## src/rtl/core/itm_pkg.sv

```systemverilog
`timescale 1ns / 1ps
package itm_pkg;

  // Burst limit; samples past it are ignored.
  localparam int MAX_SAMPLES = 256;

  localparam int SAMPLE_W = 16;
  localparam int VALUE_W  = 15;
  localparam int SEL_W    = 3;
  localparam int CHCNT_W  = 4;
  localparam int CFG_W    = 4;
  localparam int STATUS_W = 2;
  localparam int MAX_FRAME = 8;

  // Burst length and kept count hold values up to MAX_SAMPLES.
  localparam int BURST_W = $clog2(MAX_SAMPLES + 1);
  // Sum of up to MAX_SAMPLES clamped samples.
  localparam int SUM_W   = $clog2(MAX_SAMPLES * 32767 + 1);
  // Divisor is kept count minus two, at most MAX_SAMPLES - 2.
  localparam int DIV_W   = $clog2(MAX_SAMPLES - 1);
  // One quotient bit per divider step.
  localparam int DIV_STEPS = SUM_W;
  localparam int STEP_W  = $clog2(DIV_STEPS);

  localparam logic [VALUE_W-1:0] VALUE_MAX = {VALUE_W{1'b1}};

  // Configuration register indexes.
  localparam logic REG_SEL_CHANNEL   = 1'b0;
  localparam logic REG_CHANNEL_COUNT = 1'b1;

  // Result status codes.
  localparam logic [STATUS_W-1:0] ST_OK          = 2'd0;
  localparam logic [STATUS_W-1:0] ST_SHORT_BURST = 2'd1;
  localparam logic [STATUS_W-1:0] ST_FEW_KEPT    = 2'd2;

  // Finished burst handed from front to back.
  typedef struct packed {
    logic [SUM_W-1:0]    sum;
    logic [VALUE_W-1:0]  min_v;
    logic [VALUE_W-1:0]  max_v;
    logic [BURST_W-1:0]  kept;
    logic [STATUS_W-1:0] status;
  } job_t;

endpackage

```

## src/rtl/core/itm_if.sv

```systemverilog
`timescale 1ns / 1ps
// Sample channel: one converter sample per word.
interface itm_in_if;
  logic               valid;
  logic               ready;
  logic signed [15:0] sample;
  logic               last;

  modport source (output valid, output sample, output last, input ready);
  modport sink   (input valid, input sample, input last, output ready);
endinterface

// Result channel: one trimmed mean per burst.
interface itm_out_if;
  logic        valid;
  logic        ready;
  logic [14:0] average;
  logic [1:0]  status;

  modport source (output valid, output average, output status, input ready);
  modport sink   (input valid, input average, input status, output ready);
endinterface

```

## src/rtl/core/interleaved_trimmed_mean.sv

```systemverilog
`timescale 1ns / 1ps
// Channel    Dir  Payload                    Word
// samples    in   sample[15:0] s, last       one converter sample
// results    out  average[14:0], status[1:0] one trimmed mean per burst
// cfg_*      in   cfg_index, cfg_data[3:0]   register write, no handshake
//
// Samples are taken one per cycle while the queue is not full; each word of the
// selected channel updates sum, min, max and count. A burst ends in a result once
// the back end is free (load, 23 divider steps, output); errors skip the divider.
// Two finished bursts can wait in the queue; samples stall only when it is full.
// Reset (synchronous, active high) clears burst state, registers and queue
// at once; there is no clearing pass.
module interleaved_trimmed_mean import itm_pkg::*; (
  input  logic             clk,
  input  logic             rst,
  input  logic             cfg_write,
  input  logic             cfg_index,
  input  logic [CFG_W-1:0] cfg_data,
  itm_in_if.sink           samples,
  itm_out_if.source        results
);

  logic q_full;
  logic q_push;
  job_t q_in;
  logic q_pop;
  logic q_not_empty;
  job_t q_out;

  itm_front u_front (
    .clk       (clk),
    .rst       (rst),
    .cfg_write (cfg_write),
    .cfg_index (cfg_index),
    .cfg_data  (cfg_data),
    .samples   (samples),
    .q_full    (q_full),
    .q_push    (q_push),
    .q_data    (q_in)
  );

  itm_queue u_queue (
    .clk       (clk),
    .rst       (rst),
    .push      (q_push),
    .push_data (q_in),
    .full      (q_full),
    .pop       (q_pop),
    .not_empty (q_not_empty),
    .pop_data  (q_out)
  );

  itm_back u_back (
    .clk         (clk),
    .rst         (rst),
    .q_not_empty (q_not_empty),
    .q_data      (q_out),
    .q_pop       (q_pop),
    .results     (results)
  );

endmodule

```

## src/rtl/core/itm_front.sv

```systemverilog
`timescale 1ns / 1ps
module itm_front import itm_pkg::*; (
  input  logic                clk,
  input  logic                rst,
  input  logic                cfg_write,
  input  logic                cfg_index,
  input  logic [CFG_W-1:0]    cfg_data,
  itm_in_if.sink              samples,
  input  logic                q_full,
  output logic                q_push,
  output job_t                q_data
);

  logic [SEL_W-1:0]   sel_channel;
  logic [CHCNT_W-1:0] channel_count;
  logic [SEL_W-1:0]   slot_pos;
  logic [BURST_W-1:0] burst_len;
  logic [BURST_W-1:0] kept_count;
  logic [SUM_W-1:0]   running_sum;
  logic [VALUE_W-1:0] min_seen;
  logic [VALUE_W-1:0] max_seen;

  logic [SEL_W-1:0]   slot_pos_next;
  logic [BURST_W-1:0] burst_len_next;
  logic [BURST_W-1:0] kept_count_next;
  logic [SUM_W-1:0]   running_sum_next;
  logic [VALUE_W-1:0] min_seen_next;
  logic [VALUE_W-1:0] max_seen_next;

  logic [CHCNT_W-1:0] flen;
  logic               in_room;
  logic               keep;
  logic [VALUE_W-1:0] clamped;
  logic [SEL_W:0]     slot_step;
  logic               take;

  assign samples.ready = !q_full;
  assign take = samples.valid && samples.ready;

  // Frame length, forced into 1..8.
  always_comb begin
    if (channel_count == '0) begin
      flen = CHCNT_W'(1);
    end else if (channel_count > CHCNT_W'(MAX_FRAME)) begin
      flen = CHCNT_W'(MAX_FRAME);
    end else begin
      flen = channel_count;
    end
  end

  // Running statistics for the current word.
  always_comb begin
    in_room   = burst_len < BURST_W'(MAX_SAMPLES);
    keep      = in_room && (slot_pos == sel_channel);
    clamped   = samples.sample[SAMPLE_W-1] ? '0 : samples.sample[VALUE_W-1:0];
    slot_step = {1'b0, slot_pos} + (SEL_W+1)'(1);

    running_sum_next = running_sum;
    kept_count_next  = kept_count;
    min_seen_next    = min_seen;
    max_seen_next    = max_seen;
    burst_len_next   = burst_len;
    slot_pos_next    = slot_pos;
    if (keep) begin
      running_sum_next = running_sum + SUM_W'(clamped);
      kept_count_next  = kept_count + BURST_W'(1);
      if (clamped < min_seen) min_seen_next = clamped;
      if (clamped > max_seen) max_seen_next = clamped;
    end
    if (in_room) begin
      burst_len_next = burst_len + BURST_W'(1);
      slot_pos_next  = (CHCNT_W'(slot_step) >= flen) ? '0 : slot_step[SEL_W-1:0];
    end
  end

  // Job for the back end, pushed on the last word.
  always_comb begin
    q_push       = take && samples.last;
    q_data.sum   = running_sum_next;
    q_data.min_v = min_seen_next;
    q_data.max_v = max_seen_next;
    q_data.kept  = kept_count_next;
    if (burst_len_next <= BURST_W'(flen)) begin
      q_data.status = ST_SHORT_BURST;
    end else if (kept_count_next < BURST_W'(3)) begin
      q_data.status = ST_FEW_KEPT;
    end else begin
      q_data.status = ST_OK;
    end
  end

  // Configuration registers.
  always_ff @(posedge clk) begin
    if (rst) begin
      sel_channel   <= '0;
      channel_count <= CHCNT_W'(1);
    end else if (cfg_write) begin
      case (cfg_index)
        REG_SEL_CHANNEL:   sel_channel   <= cfg_data[SEL_W-1:0];
        REG_CHANNEL_COUNT: channel_count <= cfg_data[CHCNT_W-1:0];
        default: ;
      endcase
    end
  end

  // Burst state; cleared on reset and after the last word.
  always_ff @(posedge clk) begin
    if (rst) begin
      slot_pos    <= '0;
      burst_len   <= '0;
      kept_count  <= '0;
      running_sum <= '0;
      min_seen    <= VALUE_MAX;
      max_seen    <= '0;
    end else if (take) begin
      if (samples.last) begin
        slot_pos    <= '0;
        burst_len   <= '0;
        kept_count  <= '0;
        running_sum <= '0;
        min_seen    <= VALUE_MAX;
        max_seen    <= '0;
      end else begin
        slot_pos    <= slot_pos_next;
        burst_len   <= burst_len_next;
        kept_count  <= kept_count_next;
        running_sum <= running_sum_next;
        min_seen    <= min_seen_next;
        max_seen    <= max_seen_next;
      end
    end
  end

endmodule

```

## src/rtl/core/itm_queue.sv

```systemverilog
`timescale 1ns / 1ps
module itm_queue import itm_pkg::*; (
  input  logic clk,
  input  logic rst,
  input  logic push,
  input  job_t push_data,
  output logic full,
  input  logic pop,
  output logic not_empty,
  output job_t pop_data
);

  // Two-entry queue of finished bursts.
  job_t       slots [2];
  logic       wr_ptr;
  logic       rd_ptr;
  logic [1:0] fill;

  assign full      = fill == 2'd2;
  assign not_empty = fill != 2'd0;
  assign pop_data  = slots[rd_ptr];

  always_ff @(posedge clk) begin
    if (push) begin
      slots[wr_ptr] <= push_data;
    end
  end

  always_ff @(posedge clk) begin
    if (rst) begin
      wr_ptr <= 1'b0;
      rd_ptr <= 1'b0;
      fill   <= 2'd0;
    end else begin
      if (push) wr_ptr <= !wr_ptr;
      if (pop)  rd_ptr <= !rd_ptr;
      case ({push, pop})
        2'b10:   fill <= fill + 2'd1;
        2'b01:   fill <= fill - 2'd1;
        default: fill <= fill;
      endcase
    end
  end

endmodule

```

## src/rtl/core/itm_back.sv

```systemverilog
`timescale 1ns / 1ps
module itm_back import itm_pkg::*; (
  input  logic clk,
  input  logic rst,
  input  logic q_not_empty,
  input  job_t q_data,
  output logic q_pop,
  itm_out_if.source results
);

  localparam logic [1:0] B_IDLE = 2'd0;
  localparam logic [1:0] B_DIV  = 2'd1;
  localparam logic [1:0] B_DONE = 2'd2;

  logic [1:0]          state;
  logic [SUM_W-1:0]    quot;
  logic [DIV_W-1:0]    divisor;
  logic [DIV_W-1:0]    rem;
  logic [STEP_W-1:0]   step;
  logic [STATUS_W-1:0] stat;
  logic                out_valid;
  logic [VALUE_W-1:0]  out_average;
  logic [STATUS_W-1:0] out_status;

  logic [DIV_W:0]      rem_shift;
  logic                fits;
  logic [DIV_W:0]      rem_sub;
  logic                out_free;

  assign q_pop = (state == B_IDLE) && q_not_empty;
  assign out_free = !out_valid || results.ready;

  assign results.valid   = out_valid;
  assign results.average = out_average;
  assign results.status  = out_status;

  // One restoring step: bring down the next dividend bit.
  always_comb begin
    rem_shift = {rem, quot[SUM_W-1]};
    fits      = rem_shift >= {1'b0, divisor};
    rem_sub   = rem_shift - {1'b0, divisor};
  end

  // Sequencer: load, divide bit by bit (skipped on an error status), hand to output register.
  always_ff @(posedge clk) begin
    if (rst) begin
      state <= B_IDLE;
      step  <= '0;
    end else begin
      case (state)
        B_IDLE: begin
          if (q_not_empty) begin
            step <= '0;
            state <= (q_data.status == ST_OK) ? B_DIV : B_DONE;
          end
        end
        B_DIV: begin
          step <= step + STEP_W'(1);
          if (step == STEP_W'(DIV_STEPS - 1)) state <= B_DONE;
        end
        B_DONE: begin
          if (out_free) state <= B_IDLE;
        end
        default: state <= B_IDLE;
      endcase
    end
  end

  // Divider datapath; quotient builds up in place of the dividend.
  always_ff @(posedge clk) begin
    case (state)
      B_IDLE: begin
        if (q_not_empty) begin
          stat    <= q_data.status;
          rem     <= '0;
          divisor <= DIV_W'(q_data.kept - BURST_W'(2));
          if (q_data.status == ST_OK) begin
            quot <= q_data.sum - SUM_W'(q_data.min_v) - SUM_W'(q_data.max_v);
          end else begin
            quot <= '0;
          end
        end
      end
      B_DIV: begin
        rem  <= fits ? rem_sub[DIV_W-1:0] : rem_shift[DIV_W-1:0];
        quot <= {quot[SUM_W-2:0], fits};
      end
      default: ;
    endcase
  end

  // Output register.
  always_ff @(posedge clk) begin
    if (rst) begin
      out_valid <= 1'b0;
    end else if (state == B_DONE && out_free) begin
      out_valid <= 1'b1;
    end else if (results.ready) begin
      out_valid <= 1'b0;
    end
  end

  always_ff @(posedge clk) begin
    if (state == B_DONE && out_free) begin
      out_average <= quot[VALUE_W-1:0];
      out_status  <= stat;
    end
  end

endmodule

```

## src/flat_wrapper.sv

```systemverilog
// flat-port wrapper written by rule: the top's interface ports become plain ports
module interleaved_trimmed_mean_flat import itm_pkg::*;
  (clk, rst, cfg_write, cfg_index, cfg_data, samples_valid, samples_sample, samples_last, samples_ready, results_valid, results_average, results_status, results_ready);
  itm_in_if samples_i ();
  itm_out_if results_i ();
  input  logic clk;
  input  logic rst;
  input  logic cfg_write;
  input  logic cfg_index;
  input  logic [CFG_W-1:0] cfg_data;
  input wire logic [$bits(samples_i.valid)-1:0] samples_valid;
  input wire logic [$bits(samples_i.sample)-1:0] samples_sample;
  input wire logic [$bits(samples_i.last)-1:0] samples_last;
  output wire logic [$bits(samples_i.ready)-1:0] samples_ready;
  output wire logic [$bits(results_i.valid)-1:0] results_valid;
  output wire logic [$bits(results_i.average)-1:0] results_average;
  output wire logic [$bits(results_i.status)-1:0] results_status;
  input wire logic [$bits(results_i.ready)-1:0] results_ready;
  assign samples_i.valid = samples_valid;
  assign samples_i.sample = samples_sample;
  assign samples_i.last = samples_last;
  assign samples_ready = samples_i.ready;
  assign results_valid = results_i.valid;
  assign results_average = results_i.average;
  assign results_status = results_i.status;
  assign results_i.ready = results_ready;
  interleaved_trimmed_mean u_core (.clk(clk), .rst(rst), .cfg_write(cfg_write), .cfg_index(cfg_index), .cfg_data(cfg_data), .samples(samples_i), .results(results_i));
endmodule
```

## config.mk

```make
export PLATFORM = sky130hd
export DESIGN_NAME = interleaved_trimmed_mean_flat
export DESIGN_NICKNAME = d
export VERILOG_FILES = /design/src/rtl/core/itm_pkg.sv /design/src/rtl/core/itm_if.sv /design/src/rtl/core/interleaved_trimmed_mean.sv /design/src/rtl/core/itm_front.sv /design/src/rtl/core/itm_queue.sv /design/src/rtl/core/itm_back.sv /design/src/flat_wrapper.sv
export SDC_FILE = /design/constraint.sdc
export NUM_CORES = 1
export LEC_CHECK = 0
export ABC_CLOCK_PERIOD_IN_PS = 5430
export BUFFER_PORTS_ARGS = -buffer_cell sky130_fd_sc_hd__buf_2
export CAP_MARGIN = 25
export CORE_UTILIZATION = 47
export DETAILED_ROUTE_END_ITERATION = 10
export PLACE_DENSITY = 0.63
export RECOVER_POWER = 50
export SLEW_MARGIN = 20
export SYNTH_ARGS = -nofsm -noshare
export SYNTH_HDL_FRONTEND = slang
export SYNTH_SLANG_ARGS = --single-unit
```

## constraint.sdc

```tcl
create_clock -name clk -period 5.43 [get_ports clk]
set_input_delay 1.086 -clock clk [delete_from_list [all_inputs] [get_ports clk]]
set_output_delay 1.086 -clock clk [all_outputs]
set_load 0.1 [all_outputs]
```

## Yosys cells after proc, flatten, opt, wreduce, memory -nomap -nowiden

Memory sizes are Yosys's and may differ from the RTL's. A register that Yosys moved wholly into a read port is not among the register bits.
Index checks and enable logic that the tools add are counted.

- Output and inout bits: 19
- Word-level logic and storage cells: 115
- Memory bits (writable): 128
- Flip-flop bits (word level): 151
- Bits of input ports: 27
- Memories kept: 1

Memories:

| name | depth | width | read ports | clocked after memory_dff | wr ports | RTL line | source |
|---|---|---|---|---|---|---|---|
| u_core.u_queue.slots | 2 | 64 | 1 | 1 | 1 | itm_queue.sv:14 | `job_t slots [2];` |

- Reduce and logical (&&, ||, !) cells: 24
- Muxes and demuxes: 40
- Order comparisons: 8
- Equal/unequal tests: 10
- Add/subtract/negate cells: 11
- Bitwise gates (word level): 1

Operator list:

| cell | number |
|---|---|
| $mux W15 | 7 |
| $mux W23 | 4 |
| $pmux W23 S2 | 1 |
| $sub A23 B15 Y23 | 2 |
| $mux W9 | 4 |
| $add A23 B15 Y23 | 1 |
| $add A9 B1 Y9 const B | 2 |
| $mux W8 | 2 |
| $pmux W8 S2 | 1 |
| $gt A15 B15 Y1 | 1 |
| $lt A15 B15 Y1 | 1 |
| $mux W2 | 6 |
| $pmux W5 S2 | 1 |
| $reduce_and A2 Y1 | 5 |
| $reduce_bool A2 Y1 | 5 |
| $ge A9 B8 Y1 | 1 |
| $le A9 B4 Y1 | 1 |
| $lt A9 B2 Y1 const B | 1 |
| $lt A9 B9 Y1 const B | 1 |
| $mux W3 | 3 |
| $mux W4 | 2 |
| $sub A8 B2 Y8 const B | 1 |
| $sub A8 B8 Y8 | 1 |
| $eq A2 B2 Y1 const B | 3 |
| 21 further kinds | 37 |

## Longest topological paths before layout

Gate-level depths: netlist of run 1.

- Depth after elaboration: 7
- Gate-level depth with buffers: 16
- Mapped depth without buffers: 11

## Modules after synthesis

A second synthesis of run 1 with hierarchy kept.

- Cells, all modules: 1518
- Area, all modules: 15797.7 µm²

Modules (own cells, without submodules):

| module | seq. area each (µm²) | times used | area each (µm²) | cells each |
|---|---|---|---|---|
| itm_front | 1621.6 | 1 | 6495.0 | 838 |
| itm_queue | 3943.8 | 1 | 4822.1 | 221 |
| itm_back | 1901.8 | 1 | 4480.5 | 459 |

## Worst setup path after synthesis of run 1

OpenSTA, ideal clock, no wires.

- Path kind: reg2reg
- Start: register u_core.u_queue.fill[0]
- End: memory u_core.u_queue.slots[0][0] (netlist name) (enable)
- Library setup time: 0.484 ns
- Cell stages (with the launch flop): 6
- Path buffers: 1
- Slack: 0.442 ns
- Period minus slack after synthesis: 4.988 ns
- Data required time: 4.946 ns
- Arrival: 4.503 ns
- Cell sequence: dfxtp_1 nand2b_1 and2_1 clkbuf_1 nand2_1 nor2_1

- Word-level cells in the longest chain between the ends: 6

RTL lines:

| element | RTL line | source |
|---|---|---|
| start: declaration | itm_queue.sv:17 | `logic [1:0] fill;` |
| start signal: assignment | itm_queue.sv:38 | `2'b10: fill <= fill + 2'd1;` |
| start signal: assignment | itm_queue.sv:39 | `2'b01: fill <= fill - 2'd1;` |
| start signal: assignment | itm_queue.sv:40 | `default: fill <= fill;` |
| $eq A2 B2 Y1 | itm_queue.sv:19 | `assign full = fill == 2'd2;` |
| $logic_not A1 Y1 | itm_front.sv:37 | `assign samples.ready = !q_full;` |
| via samples_ready | flat_wrapper.sv:14 | `output wire logic [$bits(samples_i.ready)-1:0] samples_ready;` |
| $logic_and A1 B1 Y1 | itm_front.sv:38 | `assign take = samples.valid && samples.ready;` |
| $logic_and A1 B1 Y1 | itm_front.sv:78 | `q_push = take && samples.last;` |
| $mux W1 | itm_queue.sv:24 | `if (push) begin` |
| $mux W1 (implied by the code) | itm_queue.sv:25 | `slots[wr_ptr] <= push_data;` |
| end: declaration | itm_queue.sv:14 |  |

The timed path passes the listed nets, and every way through them passes these cells.

==> results.txt, run 1 <==
----------------------------------------------------
[Run status]
  Run status ... finished with violations
  Violations in the final reports ... DRC, capacitance limit, slew limit

[Setup path]
  Count of cells along the worst register-to-register path ... 10
  Critical path required time ... 5750 ps
  Setup crit end kind ... register
  Max stage delay cell, worst path ... dfxtp_4
  Crit-path cells ... buf_4, mux2_2, fa_1, a211oi_1, o21a_1, o211ai_1, a41oi_2, o21ai_0, xor2_1, a22o_1
  Crit path arrival time ... 4400 ps
  Kind of cell adding the most delay to the critical path ... compound AO/OA/AOI/OAI gates
  Peak per-stage delay on the critical path ... 810 ps
  Buffers & Inverters on Critical Path ... 1
  Path length in cells of the critical path ... 10
  Maximum fanout along the worst path ... 46
  End point of the critical path ... u_core.u_back.quot[18]
  Capture instance of the worst register-to-register path ... u_core.u_back.quot[18]
  Slack of the worst reg-to-reg path ... 1350 ps
  Crit start category ... register
  Kind of critical path ... register to register

[Final layout]
  Layout cells sized above 1 ... 0.0980
  Final instance area ... 16300 µm²
  Final nets ... 1531
  ANT cells ... 0
  Area growth, synth to finish ... 10.9%

[Clock network]
  Hold_buf cts ... 0
  Number of setup buffers added after CTS ... 0
  CTS buffer count ... 31
  Clock tree from TritonCTS ... built
  Maximum level of the CTS H-tree ... 1
  CTS clock-pin slew for the worst setup and hold paths ... 60 ps
  Number of resized instances in the post-cts repair step ... 0
  Longest Clk Path Bufs ... 3
  Clock sink count ... 278
  Clock latency reported for the late side of the worst-skew pair ... 560 ps
  Master cell of the clock root buffer ... clkbuf_16

[Die]
  Die W ... 179 µm
  Floorplan row count ... 64
  Die boundary height ... 179 µm
  Starting density of the core ... 0.479
  Core area ... 30700 µm²
  Total I/O pin count ... 46
  Die Footprint ... 32100 µm²

[Synthesis]
  Average size of a mapped cell ... 10.9 µm²
  Main combinational cell family by area after synthesis ... compound AO/OA/AOI/OAI gates
  Share of the yosys chip area belonging to registers ... 0.503
  Netlist cell types ... 77
  Mapped Area ... 14700 µm²
  Adder-cell share of the synthesized area ... 0.0935
  Synthesized-area fraction occupied by and/or/nand/nor cells ... 0.125
  Portion of synthesized cell area occupied by the leading cell type ... 0.375
  Leading cell type by number of instances after synthesis ... edfxtp_1
  Post-synth ARST share ... 0
  Synth area leader ... edfxtp_1
  XOR/XNOR share of the synthesized area ... 0.0386
  Top post-synthesis cells by area ... edfxtp_1 (37%), dfxtp_1 (13%), ha_1 (7.0%)
  Synth Register Bits ... 278
  Count of warnings emitted by yosys ... 0
  Commonest cells in the synthesized netlist ... edfxtp_1 (184), nand2_1 (130), nor2_1 (97)
  Most used DFF post-synth ... edfxtp_1
  Post-synthesis compound-gate area fraction ... 0.148
  Instance count of the mapped netlist ... 1358
  Portion of netlist area occupied by mux cells ... 0.0555
  Number of flops mapped to enable cells by yosys ... 184
  Net count after synthesis ... 1485

[Power and ir drop]
  Comb power frac ... 0.370
  Flop pwr share ... 0.372
  Worst supply voltage drop on vdd ... 0.230 mV
  Tot Pwr ... 7.91 mW
  Leakage power total ... 6.20 nW
  Power density over cell area ... 484 nW/µm²
  Proportion of total power due to net switching ... 0.367
  Internal power ... 5.01 mW
  Power share of the clock group ... 0.258
  Switching Power ... 2.90 mW

[Job]
  Number of maximum-capacitance violations ... 3

[Global route]
  Final global-route overflow total ... 0
  Vias in the first global route ... 9761
  GRT met1 Usage ... 0.303
  First-pass GRT wire length ... 52400 µm
  Fraction of met3 tracks used by global routing ... 0.0237
  Met2 Use GR ... 0.330
  Total Routing Usage GR ... 0.209
  Maximum number of pins on one net before global-route repair ... 60
  Most utilized layer in the global route result ... met2
  Number of antenna violations at the first check in global routing ... 0

[STA]
  Setup skew after layout ... 12.0 ps
  Time the final worst path needs with I/O delays and setup ... 4080 ps
  Fraction of the cycle the final worst path needs ... 0.751
  Setup repair after global routing missed its margin ... no
  Final hold viol count ... 0
  Final setup vio count ... 0
  Maximum clock rate ... 245 MHz
  Final worst slack ... 1350 ps
  Final total negative setup slack ... 0 ps
  Least-Margin Pin Slew ... 1870 ps
  Max-slew violation count ... 132
  Relative slew slack ... -0.246

[Hold path]
  Classification of the worst-slack hold path ... register to register

[Place]
  Routability cong. ... 0.897
  Final HPWL from detailed placement ... 23500 µm
  Count of port buffers added during placement ... 45
  Area post-placement ... 15400 µm²
  Worst slack at placement ... 1300 ps

[Route]
  Routed vias ... 10400
  First-pass detailed-route iteration total ... 8
  Wire length reported by the detailed router ... 32800 µm
  Antenna violation net count after detailed routing ... 0
  Drt via density ... 5.70
  DRT iter0 DRCs ... 773
  Residual DRC ... 11
  Detail-routed net length per standard cell ... 18.0 µm

----------------------------------------------------
[power groups by stage]
| stage | Sequential, mW | Clock, mW | Combinational (mW) |
|---|---|---|---|
| 3_5_place_dp | 2.98 | 0 | 2.95 |
| 2_1_floorplan | 3.10 | 0 | 2.07 |
| 5_1_grt | 2.99 | 2.17 | 3.24 |
| 3_3_place_gp | 2.96 | 0 | 2.91 |
| 4_1_cts | 2.93 | 2.08 | 2.96 |
| 6_report | 2.94 | 2.04 | 2.93 |
[registers in the layout, indices dropped and copies added, names as in the netlist, 2 cells and up, named ones only]
name / flops
u_core.u_back.results.average: 15
u_core.u_front.kept_count: 9
u_core.u_back.step: 5
u_core.u_back.quot: 23
u_core.u_back.divisor: 8
u_core.u_front.burst_len: 9
u_core.u_back.stat: 2
u_core.u_back.rem: 8
u_core.u_back.state: 2
u_core.u_front.sel_channel: 3
u_core.u_front.min_seen: 15
u_core.u_queue.slots: 126
u_core.u_front.max_seen: 15
u_core.u_front.channel_count: 4
u_core.u_back.results.status: 2
u_core.u_front.running_sum: 23
u_core.u_queue.fill: 2
u_core.u_front.slot_pos: 3
[worst reg2reg max path, stage by stage, from the launching register on]
cell and delay, ps:
dfxtp_4 810, buf_4 510, mux2_2 430, fa_1 450
a211oi_1 380, o21a_1 200, o211ai_1 140, a41oi_2 390
o21ai_0 170, xor2_1 160, a22o_1 200
[logic make-up after synthesis]
| kind of cell | count (synthesis) |
|---|---|
| and+or+nand+nor | 387 |
| AOI/OAI and AO/OA | 319 |
| DFF | 278 |
| buffers and inverters | 131 |
| adders and majority gates | 100 |
| muxes | 78 |
| xor gates and xnor gates | 65 |
[cell type report]
cell class / count / area [µm²]
Fill cell: 2726 / 14400
Sequential cell: 278 / 7410
Multi-Input combinational cell: 949 / 6810
Clock buffer: 42 / 827
Tap cell: 396 / 495
Timing Repair Buffer: 73 / 387
Inverter: 71 / 267
Clock inverter: 15 / 158
[through the flow]
stage / util / cells / hold slack [ps]
6_report: 0.532 / 1824 / 450
5_1_grt: 0.532 / 1824 / 471
4_1_cts: 0.534 / 1824 / 448
3_5_place_dp: 0.502 / 1767 / 438
3_3_place_gp: 0.502 / 1767 / 437
2_1_floorplan: - / 1358 / 400
[how the worst min path moves through the flow]
stage                                startpoint                               end  slack (ps)  depth (start not counted)
after CTS                 u_core.u_back.quot[5]  u_core.u_back.results.average[5]         450                          0
after global routing      u_core.u_back.stat[1]   u_core.u_back.results.status[1]         470                          0
after global placement    u_core.u_back.quot[5]  u_core.u_back.results.average[5]         440                          0
final                     u_core.u_back.quot[5]  u_core.u_back.results.average[5]         450                          0
after floorplan           u_core.u_back.stat[0]   u_core.u_back.results.status[0]         400                          0
after detailed placement  u_core.u_back.quot[5]  u_core.u_back.results.average[5]         440                          0
[cell usage in the layout (no fill, tap or decap), drive strengths merged, types with 15 or more instances in the layout]
cell	Yosys	routed
a21o	20	20
a21oi	66	66
a22o	21	21
a22oi	20	20
and3	15	15
buf	26	47
clkbuf	34	68
dfxtp	94	94
edfxtp	184	184
fa	17	17
ha	83	83
inv	71	73
mux2	30	30
mux2i	48	48
nand2	130	130
nand2b	15	15
nand3	33	33
nand4	16	16
nor2	97	97
nor2b	24	24
nor3	20	20
o211ai	21	21
o21ai	71	71
o2bb2ai	15	15
xnor2	36	36
xor2	29	29
[layer usage]
layer	routed length (µm)	up-vias	part of all wire
li1	-	5084	-
met2	14700	227	0.45
met3	1290	52	0.039
met1	16000	5032	0.49
met5	0	-	0
met4	767	0	0.023
Power figures use the tool's default switching activity.
==> run 2: changes to the inputs <==
--- a/config.mk
+++ b/config.mk
@@ -5,7 +5,7 @@
 export SDC_FILE = /design/constraint.sdc
 export NUM_CORES = 1
 export LEC_CHECK = 0
-export ABC_CLOCK_PERIOD_IN_PS = 5430
+export ABC_CLOCK_PERIOD_IN_PS = 4100
 export BUFFER_PORTS_ARGS = -buffer_cell sky130_fd_sc_hd__buf_2
 export CAP_MARGIN = 25
 export CORE_UTILIZATION = 47
==> constraint.sdc (replaced) <==
create_clock -name clk -period 4.1 [get_ports clk]
set_input_delay 0.82 -clock clk [delete_from_list [all_inputs] [get_ports clk]]
set_output_delay 0.82 -clock clk [all_outputs]
set_load 0.1 [all_outputs]
==> run 2 against run 1 <==
Effect of this change: the flow still finishes with violations (DRC, capacitance limit, slew limit); global-route usage is essentially flat; wire length grew 0.81%; via count shrank 0.20%; flip-flop and latch count is the same; combinational power grew 35%; clock-buffer cell count shrank 5; largest power group is now combinational cells; final cell count grew 0.66%; critical path depth is the same; clock skew grew 6.5 ps; sequential share of layout area shrank 0.40 points.
==> results.txt, run 2 (same netlist as run 1, synthesis figures left out) <==
----------------------------------------------------
[Run status]
  Run status ... finished with violations
  Violations in the final reports ... DRC, capacitance limit, slew limit

[Setup path]
  Crit start category ... register
  Kind of critical path ... register to register
  Crit-path cells ... mux2_2, fa_1, ha_1, a2111oi_0, o21a_1, o211ai_1, a41oi_2, o21ai_0, xor2_1, a22o_1
  Peak per-stage delay on the critical path ... 620 ps (-190 ps)
  Setup crit end kind ... register
  Slack of the worst reg-to-reg path ... 240 ps (-1110 ps)
  Capture instance of the worst register-to-register path ... u_core.u_back.quot[18]
  Max stage delay cell, worst path ... dfxtp_4
  Count of cells along the worst register-to-register path ... 10 (unchanged)
  End point of the critical path ... u_core.u_back.quot[18]
  Maximum fanout along the worst path ... 28 (-39%)
  Crit path arrival time ... 4160 ps (-240 ps)
  Critical path required time ... 4400 ps (-1350 ps)

[STA]
  Relative slew slack ... -0.155 (+0.0912)
  Fraction of the cycle the final worst path needs ... 0.941 (+0.189)
  Setup repair after global routing missed its margin ... no
  Least-Margin Pin Slew ... 1730 ps (-137 ps)
  Setup skew after layout ... 18.5 ps (+6.53 ps)
  Final hold viol count ... 0 (unchanged)
  Final setup vio count ... 0 (unchanged)
  Final total negative setup slack ... 0 ps (unchanged)
  Maximum clock rate ... 259 MHz (+5.8%)
  Max-slew violation count ... 101 (-23%)
  Time the final worst path needs with I/O delays and setup ... 3860 ps (-223 ps)

[Route]
  Antenna violation net count after detailed routing ... 0 (unchanged)
  Drt via density ... 5.65 (-0.85%)
  Routed vias ... 10400 (-0.20%)
  DRT iter0 DRCs ... 766 (-0.91%)
  First-pass detailed-route iteration total ... 8 (unchanged)
  Wire length reported by the detailed router ... 33100 µm (+0.81%)
  Detail-routed net length per standard cell ... 18.0 µm (+0.16%)
  Residual DRC ... 10 (-1)

[Global route]
  Total Routing Usage GR ... 0.209 (-0.000240)
  Number of antenna violations at the first check in global routing ... 0 (unchanged)
  Maximum number of pins on one net before global-route repair ... 64 (+6.7%)
  First-pass GRT wire length ... 52300 µm (-0.25%)
  Final global-route overflow total ... 0 (unchanged)
  Vias in the first global route ... 9795 (+0.35%)

[Final layout]
  Commonest non-fill, non-tap cell in the layout ... edfxtp_1
  Register containing the most flip-flops in the final layout ... u_core.u_queue.slots
  Non-Filler Instances ... 1836 (+0.66%)
  ANT cells ... 0 (unchanged)
  Layout cells sized above 1 ... 0.106 (+0.00821)
  Largest registers ... u_core.u_queue.slots (126), u_core.u_back.quot (23), u_core.u_front.running_sum (23)
  Flip-flop count of the largest register after layout ... 126 (unchanged)
  Commonest cells after routing, fill and taps aside ... edfxtp_1 (184), nand2_1 (130), nor2_1 (97)
  Area growth, synth to finish ... 11.9%
  Final nets ... 1543 (+0.78%)

[Power and ir drop]
  Internal power ... 6.72 mW (+34%)
  Switching Power ... 3.94 mW (+36%)
  Flop pwr share ... 0.363 (-0.009)
  Worst supply voltage drop on vdd ... 0.363 mV (+58%)
  Leakage power total ... 6.26 nW (+0.96%)
  Power share of the clock group ... 0.264 (+0.006)
  Comb power frac ... 0.373 (+0.003)
  Proportion of total power due to net switching ... 0.369 (+0.00263)
  Power density over cell area ... 646 nW/µm² (+33%)

[Clock network]
  Longest Clk Path Bufs ... 3 (unchanged)
  CTS clock-pin slew for the worst setup and hold paths ... 70 ps (about the same)
  Clock latency reported for the late side of the worst-skew pair ... 560 ps (about the same)
  Clock sink count ... 278 (unchanged)
  Number of resized instances in the post-cts repair step ... 0 (unchanged)
  Number of setup buffers added after CTS ... 0 (unchanged)
  CTS buffer count ... 31 (unchanged)
  Maximum level of the CTS H-tree ... 1 (unchanged)
  Hold_buf cts ... 0 (unchanged)
  Master cell of the clock root buffer ... clkbuf_16
  Clock tree from TritonCTS ... built

[Die]
  Die Footprint ... 32100 µm² (unchanged)
  Core area ... 30700 µm² (unchanged)
  Die boundary height ... 179 µm (unchanged)
  Floorplan row count ... 64 (unchanged)
  Die W ... 179 µm (unchanged)
  Starting density of the core ... 0.479 (unchanged)
  Total I/O pin count ... 46 (unchanged)

[Job]
  Number of maximum-capacitance violations ... 2 (-1)

[Place]
  Number of placed instances, taps included ... 1779 (+0.68%)
  Final HPWL from detailed placement ... 23800 µm (+1.5%)
  Routability cong. ... 0.887 (-1.1%)
  Count of port buffers added during placement ... 45 (unchanged)

[Hold path]
  Classification of the worst-slack hold path ... register to register
  Worst hold start ... u_core.u_back.stat[0]

----------------------------------------------------
==> run 2: layout make-up <==
type | count | area, µm²
clock buffers | 37 | 818
multi-input cells | 949 | 6800
repair buffers | 85 | 484
inverters | 71 | 267
well taps | 396 | 495
clock inverters | 20 | 224
flip-flops and latches | 278 | 7410
fillers | 2745 | 14300
==> run 2: power groups by stage <==
stage	sequential [mW]	clock [mW]	combinational, mW
6_report	3.86	2.82	3.97
3_3_place_gp	3.91	0	3.93
3_5_place_dp	3.92	0	3.98
2_1_floorplan	4.10	0	2.75
5_1_grt	3.92	2.99	4.37
4_1_cts	3.86	2.88	4.01
==> run 2: stage by stage <==
step / worst slack [ps] / instance area, µm² / util / power, mW / hold WS, ps
after floorplan: 34.7 / 14800 / - / 6.85 / 400
after global placement: 390 / 15500 / 0.505 / 7.84 / 437
after detailed placement: 290 / 15500 / 0.506 / 7.91 / 443
after CTS: 294 / 16600 / 0.539 / 10.7 / 454
after global routing: 63.0 / 16500 / 0.536 / 11.3 / 453
final: 243 / 16500 / 0.536 / 10.7 / 446
==> run 2: per-layer routing <==
metal,vias up,wire length [µm],track usage
li1,5121,-,-
met1,4970,16200,0.299
met2,246,15000,0.336
met3,37,1360,0.0244
met4,0,535,0.0477
met5,-,0,0
==> run 2: worst min-delay path by stage <==
stage / end / slack (ps) / depth (start not counted)
global placement: u_core.u_back.results.average[0] / 440 / 0
global route: u_core.u_back.results.status[0] / 450 / 0
floorplan: u_core.u_back.results.status[0] / 400 / 0
CTS: u_core.u_back.results.status[0] / 450 / 0
detailed placement: u_core.u_back.results.status[0] / 440 / 0
finish: u_core.u_back.results.status[0] / 450 / 0
==> run 2: critical path: cells and delay by family (launching register included) <==
family / cells / cell delay, ps
multiplexers: 1 / 400
adder cells (fa/ha/maj): 2 / 880
XOR/XNOR: 1 / 170
flip-flops: 1 / 620
AO/OA/AOI/OAI: 6 / 1520
